--- src/rtl/ctg_pkg.sv ---
`timescale 1ns / 1ps
// ----------------------------------------------------------------------------
// ctg_pkg
// Shared widths, constants, data types and helpers for the circular
// trajectory generator.
// ----------------------------------------------------------------------------
package ctg_pkg;

  // default number of rotation cells in the chain
  localparam int CORDIC_STAGES_DEF = 16;

  // vector and angle widths (vector in Q2.30 with headroom)
  localparam int XY_W = 34;
  localparam int Z_W = 32;

  // product, shifted product and sum widths
  localparam int PROD_W = XY_W + 32;
  localparam int SHIFT_W = PROD_W - 30;
  localparam int SUM_W = SHIFT_W + 1;

  // phase constants, fractions of a full turn
  localparam logic [31:0] QUARTER_TURN = 32'h4000_0000;
  localparam logic [31:0] EIGHTH_TURN = 32'h2000_0000;

  // start vector, pre-scaled by the inverse of the rotation gain
  localparam logic signed [XY_W-1:0] UNIT_INIT = XY_W'(652032875);

  // rounding constant, one half in Q30
  localparam logic signed [PROD_W-1:0] ROUND_HALF = {{(PROD_W - 30){1'b0}}, 1'b1, 29'b0};

  // configuration register indexes
  localparam int CFG_IDX_W = 3;
  localparam logic [CFG_IDX_W-1:0] REG_PHASE_STEP = 3'd0;
  localparam logic [CFG_IDX_W-1:0] REG_RADIUS = 3'd1;
  localparam logic [CFG_IDX_W-1:0] REG_SPEED = 3'd2;
  localparam logic [CFG_IDX_W-1:0] REG_CENTER_X = 3'd3;
  localparam logic [CFG_IDX_W-1:0] REG_CENTER_Y = 3'd4;
  localparam logic [CFG_IDX_W-1:0] REG_SAMPLE_LIMIT = 3'd5;

  // arctangent of 2^-i in fractions of a full turn
  localparam logic [Z_W-1:0] ATAN_TURNS [0:31] = '{
    32'd536870912, 32'd316933406, 32'd167458907, 32'd85004756,
    32'd42667331, 32'd21354465, 32'd10679838, 32'd5340245,
    32'd2670163, 32'd1335087, 32'd667544, 32'd333772,
    32'd166886, 32'd83443, 32'd41722, 32'd20861,
    32'd10430, 32'd5215, 32'd2608, 32'd1304,
    32'd652, 32'd326, 32'd163, 32'd81,
    32'd41, 32'd20, 32'd10, 32'd5,
    32'd3, 32'd1, 32'd1, 32'd0
  };

  // sample bookkeeping carried alongside the vector
  typedef struct packed {
    logic [1:0]  quad;
    logic [15:0] idx;
    logic        last;
  } ctg_meta_t;

  // contents of one rotation cell
  typedef struct packed {
    logic signed [XY_W-1:0] x;
    logic signed [XY_W-1:0] y;
    logic signed [Z_W-1:0]  z;
    ctg_meta_t              meta;
  } ctg_vec_t;

  // clamp a wide signed sum to 32 bits
  function automatic logic [31:0] sat32(input logic signed [SUM_W-1:0] v);
    if ((&v[SUM_W-1:31]) || !(|v[SUM_W-1:31])) begin
      return v[31:0];
    end else if (v[SUM_W-1]) begin
      return 32'h8000_0000;
    end else begin
      return 32'h7fff_ffff;
    end
  endfunction

endpackage

--- src/rtl/ctg_cell.sv ---
`timescale 1ns / 1ps
// ----------------------------------------------------------------------------
// ctg_cell
// One rotation cell: a single shift-add micro-rotation with its own
// register and handshake to the next cell.
// ----------------------------------------------------------------------------
module ctg_cell import ctg_pkg::*; #(
  parameter int             SHIFT = 0,
  parameter logic [Z_W-1:0] ANGLE = '0
) (
  input  logic     clk,
  input  logic     rst,
  input  logic     up_valid,
  output logic     up_ready,
  input  ctg_vec_t up_data,
  output logic     dn_valid,
  input  logic     dn_ready,
  output ctg_vec_t dn_data
);

  logic signed [XY_W-1:0] x_in;
  logic signed [XY_W-1:0] y_in;
  logic signed [XY_W-1:0] x_sh;
  logic signed [XY_W-1:0] y_sh;
  ctg_vec_t               vec_next;
  logic                   valid;
  ctg_vec_t               vec;

  // micro-rotation towards zero residual angle
  always_comb begin
    x_in = up_data.x;
    y_in = up_data.y;
    x_sh = x_in >>> SHIFT;
    y_sh = y_in >>> SHIFT;
    vec_next = up_data;
    if (!up_data.z[Z_W-1]) begin
      vec_next.x = x_in - y_sh;
      vec_next.y = y_in + x_sh;
      vec_next.z = up_data.z - ANGLE;
    end else begin
      vec_next.x = x_in + y_sh;
      vec_next.y = y_in - x_sh;
      vec_next.z = up_data.z + ANGLE;
    end
  end

  assign up_ready = !valid || dn_ready;

  // cell register
  always_ff @(posedge clk) begin
    if (rst) begin
      valid <= 1'b0;
    end else if (up_ready) begin
      valid <= up_valid;
    end
    if (up_ready && up_valid) begin
      vec <= vec_next;
    end
  end

  assign dn_valid = valid;
  assign dn_data = vec;

endmodule

--- config.mk ---
export PLATFORM = sky130hd
export DESIGN_NAME = ctg_cell
export DESIGN_NICKNAME = d
export VERILOG_FILES = /design/src/rtl/ctg_pkg.sv /design/src/rtl/ctg_cell.sv
export SDC_FILE = /design/constraint.sdc
export NUM_CORES = 1
export LEC_CHECK = 0
export ABC_AREA = 1
export ABC_CLOCK_PERIOD_IN_PS = 6700
export BUFFER_PORTS_ARGS = -buffer_cell sky130_fd_sc_hd__buf_2
export CAP_MARGIN = 20
export CORE_MARGIN = 2
export CORE_UTILIZATION = 35
export DETAILED_ROUTE_END_ITERATION = 12
export PLACE_DENSITY = 0.69
export SLEW_MARGIN = 20
export SYNTH_ARGS = -nofsm -noshare
export SYNTH_HDL_FRONTEND = slang
export SYNTH_SLANG_ARGS = --single-unit
--- constraint.sdc ---
create_clock -name clk -period 6.7 [get_ports clk]
set_clock_uncertainty 0.1 [all_clocks]
set_input_delay 0.67 -clock clk [delete_from_list [all_inputs] [get_ports clk]]
set_output_delay 0.67 -clock clk [all_outputs]
set_load 0.05 [all_outputs]
# Word-level counts from Yosys, hierarchy flattened
# Index checks and enable logic that the tools add are counted.
# word_totals
regBits	120
input_bits	123
output_inout_bits	121
word_cells	14
# op_classes
n_addsub	3
n_mux	1
n_reduce_logical	3
# op_table
operator	n
$mux W100	1
$sub A34 B34 Y34	2
$add A34 B34 Y34	1
$logic_and A1 B1 Y1	1
$logic_not A1 Y1	1
$logic_or A1 B1 Y1	1

# Depth between registers and ports, before layout
# depth
depth_word	3
depth_mapped	17
mapped_depth_nobuf	16

# Least setup slack after synthesis
# No wires, ideal clock.
# synth_timing
path_kind	input -> register
startpoint	input port up_valid
endpoint	register vec (netlist bit dn_data[0]), enable pin
setup_ns	0.633
t_arrival_ns	6.397
t_required_ns	5.967
setup_slack_ns	-0.431
cell_stages	2
n_path_buf	0
path_cell_list	inv_1 a21oi_1
# synth_via
elab_chain_cells	1
# synth_lines
element	line_no	rtl
from (decl)	ctg_cell.sv:13	input logic up_valid,
$logic_and A1 B1 Y1	ctg_cell.sv:56	if (up_ready && up_valid) begin
to (signal assigned)	ctg_cell.sv:57	vec <= vec_next;
to (decl)	ctg_cell.sv:27	ctg_vec_t vec;
# Every way passes these cells.
# A chain may end at the register's enable or synchronous reset.

==> impl.org <==
** Run status
- The flow ran to the end, and the final reports show no timing, DRC or antenna violations.

** Yosys
- Primary FF master, synth :: edfxtp_1
- Count of distinct cell types in the synthesized netlist :: 40
- The cell area that synthesis handed to floorplanning was 10950 sq um.
- Synth area leader :: edfxtp_1
- For this run, the register share of the synthesized area comes to 32.55%.
- After synthesis, the cell types taking the most area are edfxtp_1 (32%), nand2_1 (16%), ha_1 (11%), inv_1 (8.1%), nand3_1 (7.3%).
- For this run, asynchronously set or reset flops after synthesis account for 0%.
- Yosys mapped a number of flops with a built-in enable equal to 118.
- When the netlist entered floorplanning its net count stood at 1805.
- Synth top area share :: 32.37%
- The synthesized design contains 119 register bits.
- Mean post-synth cell area :: 6.929 sq um
- Synthesis Warnings :: 0
- Count of mapped cells out of synthesis :: 1580

** Setup path
- Crit. End Element :: register
- The startpoint identified for the worst register-to-register timing path is dn_valid.
- Master of the slowest instance on the critical path :: fa_1
- Highest fanout seen on the critical path :: 4
- For flop-to-flop paths, the worst setup slack is 4.92 ns.
- The critical path in this run is classified as input pin to register.
- STA classifies the critical path startpoint as an input pin.
- Data on the critical path is required at its endpoint by 6.77 ns.
- CP Cell Sequence :: buf_2 > inv_1 > ha_1 > fa_1 > o21ai_1 > nand2_1 > nand2_1 > nand2_1 > nand2_1 > nand2_1 > nand2_1 > nand2_1 > nand3_1 > nand2_1
- The most numerous cell type found on the critical path is nand2_1.
- The endpoint identified for the worst register-to-register timing path is dn_data[87].
- Critical Path Start :: up_data[85]
- Data arrival time at the worst-slack endpoint :: 2.85 ns
- Measured in cells, the most critical reg-to-reg path has a length of 2.
- The largest single stage delay on the critical path is 0.51 ns.

** Routing
- The first detailed-routing pass ran for 6 iterations.
- Routed Wire Length :: 37.66 mm
- The final route contains 11160 vias.
- The detail route stage leaves a number of antenna-violating nets equal to 0.
- In the routed layout, each cell is associated on average with a via count of 5.047.
- Final routed DRC violation total :: 0
- After detailed routing, the average wire length per cell comes to 17.03 um.
- 1st-iter DRT viols :: 933

** Clocking
- Clock input transition at the sequential cells of the worst setup and hold paths :: 0.06 ns
- Skew-Pair Late Insertion Delay :: 0.42 ns
- TritonCTS built the clock tree.
- Library cell used as clock root buffer :: clkbuf_16
- Hold_buf cts :: 0
- Number of buffers between clock root and the deepest sink :: 2
- The clock net in this run drives a total of 119 sinks.
- The number of setup buffers added after CTS is 0.
- The H-tree generated during clock tree synthesis spans 4 levels.
- Post-cts gate resize count :: 0
- Number of buffers added by the clock tree synthesis step :: 17

** Die
- Total die area :: 32710 sq um
- CORE AREA :: 30670 sq um
- Die width :: 180.9 um
- 244 I/O pins were placed.
- The initial utilization of the core area, before any placement, comes to 35.70%.
- Die Span Y :: 180.9 um
- Row generation in the floorplan step produced 64 rows.

** Timing
- Unrepaired setup endpoints after global routing :: false
- Based on the critical path, the design can be clocked at up to 360.4 MHz.
- Hold Vio Cnt, Final :: 0
- Setup violations remaining at the end of the flow were counted as 0.
- The worst pin sits at a relative slew slack of 36.00%.
- Counting I/O delays and the setup requirement, the final critical path takes 2.775 ns.
- Tightest Pin Transition :: 0.9599 ns
- Final Max Slew Viols :: 0
- Total negative slack for setup checks :: 0 ns
- Part of the cycle the worst path needs :: 41.41%

** GRT
- Met3 usage :: 3.830%
- Global routing used 22.60% of the available tracks.
- The first global-routing pass estimated 57.70 mm of wire.
- Pin count of the biggest net entering global routing :: 76
- The initial antenna violation count came to 0.
- GRT met1 Usage :: 31.15%
- Met2 GRT Util :: 35.86%
- The global routing stage identified its most utilized layer as met2.
- Via count of the first global-routing pass :: 10680
- Summed over all layers, the global routing overflow is 0.

** Worst hold path
- HP Start :: rst
- The worst hold path was traced through 2 stages.
- Kind of path behind the tightest hold check :: input pin to register
- The worst hold path terminates at dn_valid.

** Placement
- Half-perimeter wire length after placement :: 30.97 mm
- Number of port buffers :: 243
- Cell Count Post-Placement :: 2179
- Global placement routability congestion :: 0.9229

** Finish
- Relative to the synthesized area, the layout overhead comes to 18.61%.
- The final layout contains 2027 nets.
- Post-layout instance count excluding filler cells :: 2211
- Total inserted antenna cells :: 0
- FILL cells :: 3299
- The post-route netlist has 17.63% of its cells at a drive strength greater than 1.

** Run
- The tool flagged a number of max-cap violations equal to 0.

** Pwr
- Power comes to 0.002889 W.
- Power Density :: 222.5 nW/um^2
- IR drop worst, VDD :: 171.9 uV
- The analysis attributes to cell leakage a power of 6.574 nW.
-- stage by stage --
step / setup slack (ns) / hold slack, ns / cell area, sq um / utilization (%)
after floorplan: 1.996 / 0.6391 / 10950 / -
after global placement: 3.518 / 0.4097 / 12430 / 40.53
after detailed placement: 3.501 / 0.4349 / 12430 / 40.53
after CTS: 3.956 / 0.2796 / 12990 / 42.34
after global routing: 3.717 / 0.2834 / 12990 / 42.34
final: 3.925 / 0.2915 / 12990 / 42.34
-- report_power, final --
group	total [W]	leakage [nW]	internal, W	switching [W]
clock	0.000891	0.267	0.000510	0.000381
sequential	0.000929	1.15	0.000911	0.0000180
combinational	0.00107	5.15	0.000276	0.000792
-- critical path, delay by kind of cell --
kind,cells,cell delay [ns]
AO/OA/AOI/OAI,1,0.39
adder cells (fa/ha/maj),2,0.76
AND/OR/NAND/NOR,9,0.85
buffers and inverters,2,0.14
-- worst max path at each step --
stage | endpoint | slack [ns] | depth (start not counted)
floorplan | dn_data[0] | 2.00 | 2
global placement | dn_data[109] | 3.52 | 14
detailed placement | dn_data[109] | 3.50 | 14
CTS | dn_data[109] | 3.96 | 14
global route | dn_data[75] | 3.72 | 14
finish | dn_data[109] | 3.93 | 14
-- Yosys cell counts (2+ instances only) --
master,number
o21ai_1,11
xor2_1,26
clkbuf_1,9
inv_2,9
inv_1,237
or2_2,3
nor4_1,3
nand3_1,159
buf_4,22
o22ai_1,5
o21ai_2,3
buf_2,12
o21ai_0,84
a21oi_1,106
nand3b_1,5
nor2_2,8
nand2_1,460
nor2_1,130
o21bai_1,14
fa_1,3
a21boi_1,2
a21oi_2,7
nand4_1,11
ha_1,99
a31oi_1,3
nand2_2,4
nor3_1,14
edfxtp_1,118
o211ai_1,2
-- flip-flops by register name, summed over array words and instances (netlist names) --
register	count
dn_valid	1
dn_data	118
-- layout make-up --
type / count / area (sq um) / share of cell area [%]
sequential: 119 / 3563 / 27.44
inverter: 248 / 933.4 / 7.188
multi-input combinational: 1169 / 6192 / 47.69
timing repair buffer: 247 / 1246 / 9.597
clock inverter: 15 / 128.9 / 0.9925
tap: 396 / 495.5 / 3.816
clock buffer: 17 / 425.4 / 3.276
-- cell families after synthesis --
group                      count (synthesis)  share of synthesized area [%]
AOI/OAI and AO/OA                        239                          11.86
adders and majority gates                102                          11.86
and+or+nand+nor                          802                          30.65
xor gates and xnor gates                  26                          2.080
buffers and inverters                    292                          10.99
DFF                                      119                          32.55
-- per-layer routing --
layer,up-vias,part of all wire [%]
li1,5556,-
met1,5074,46
met2,470,44
met3,59,7.1
met4,0,2.7
met5,-,0
-- cells in the final DEF (no fill, tap or decap), drive strengths merged, types with 14 or more instances in the layout --
cell and instances:
a21oi 113, o21bai 14, clkbuf 17, nor3 15, edfxtp 118, o21ai 98
inv 250, nand3 160, ha 99, nor2 138, nand2 464, xor2 26
buf 247
Power figures use the tool's default switching activity.
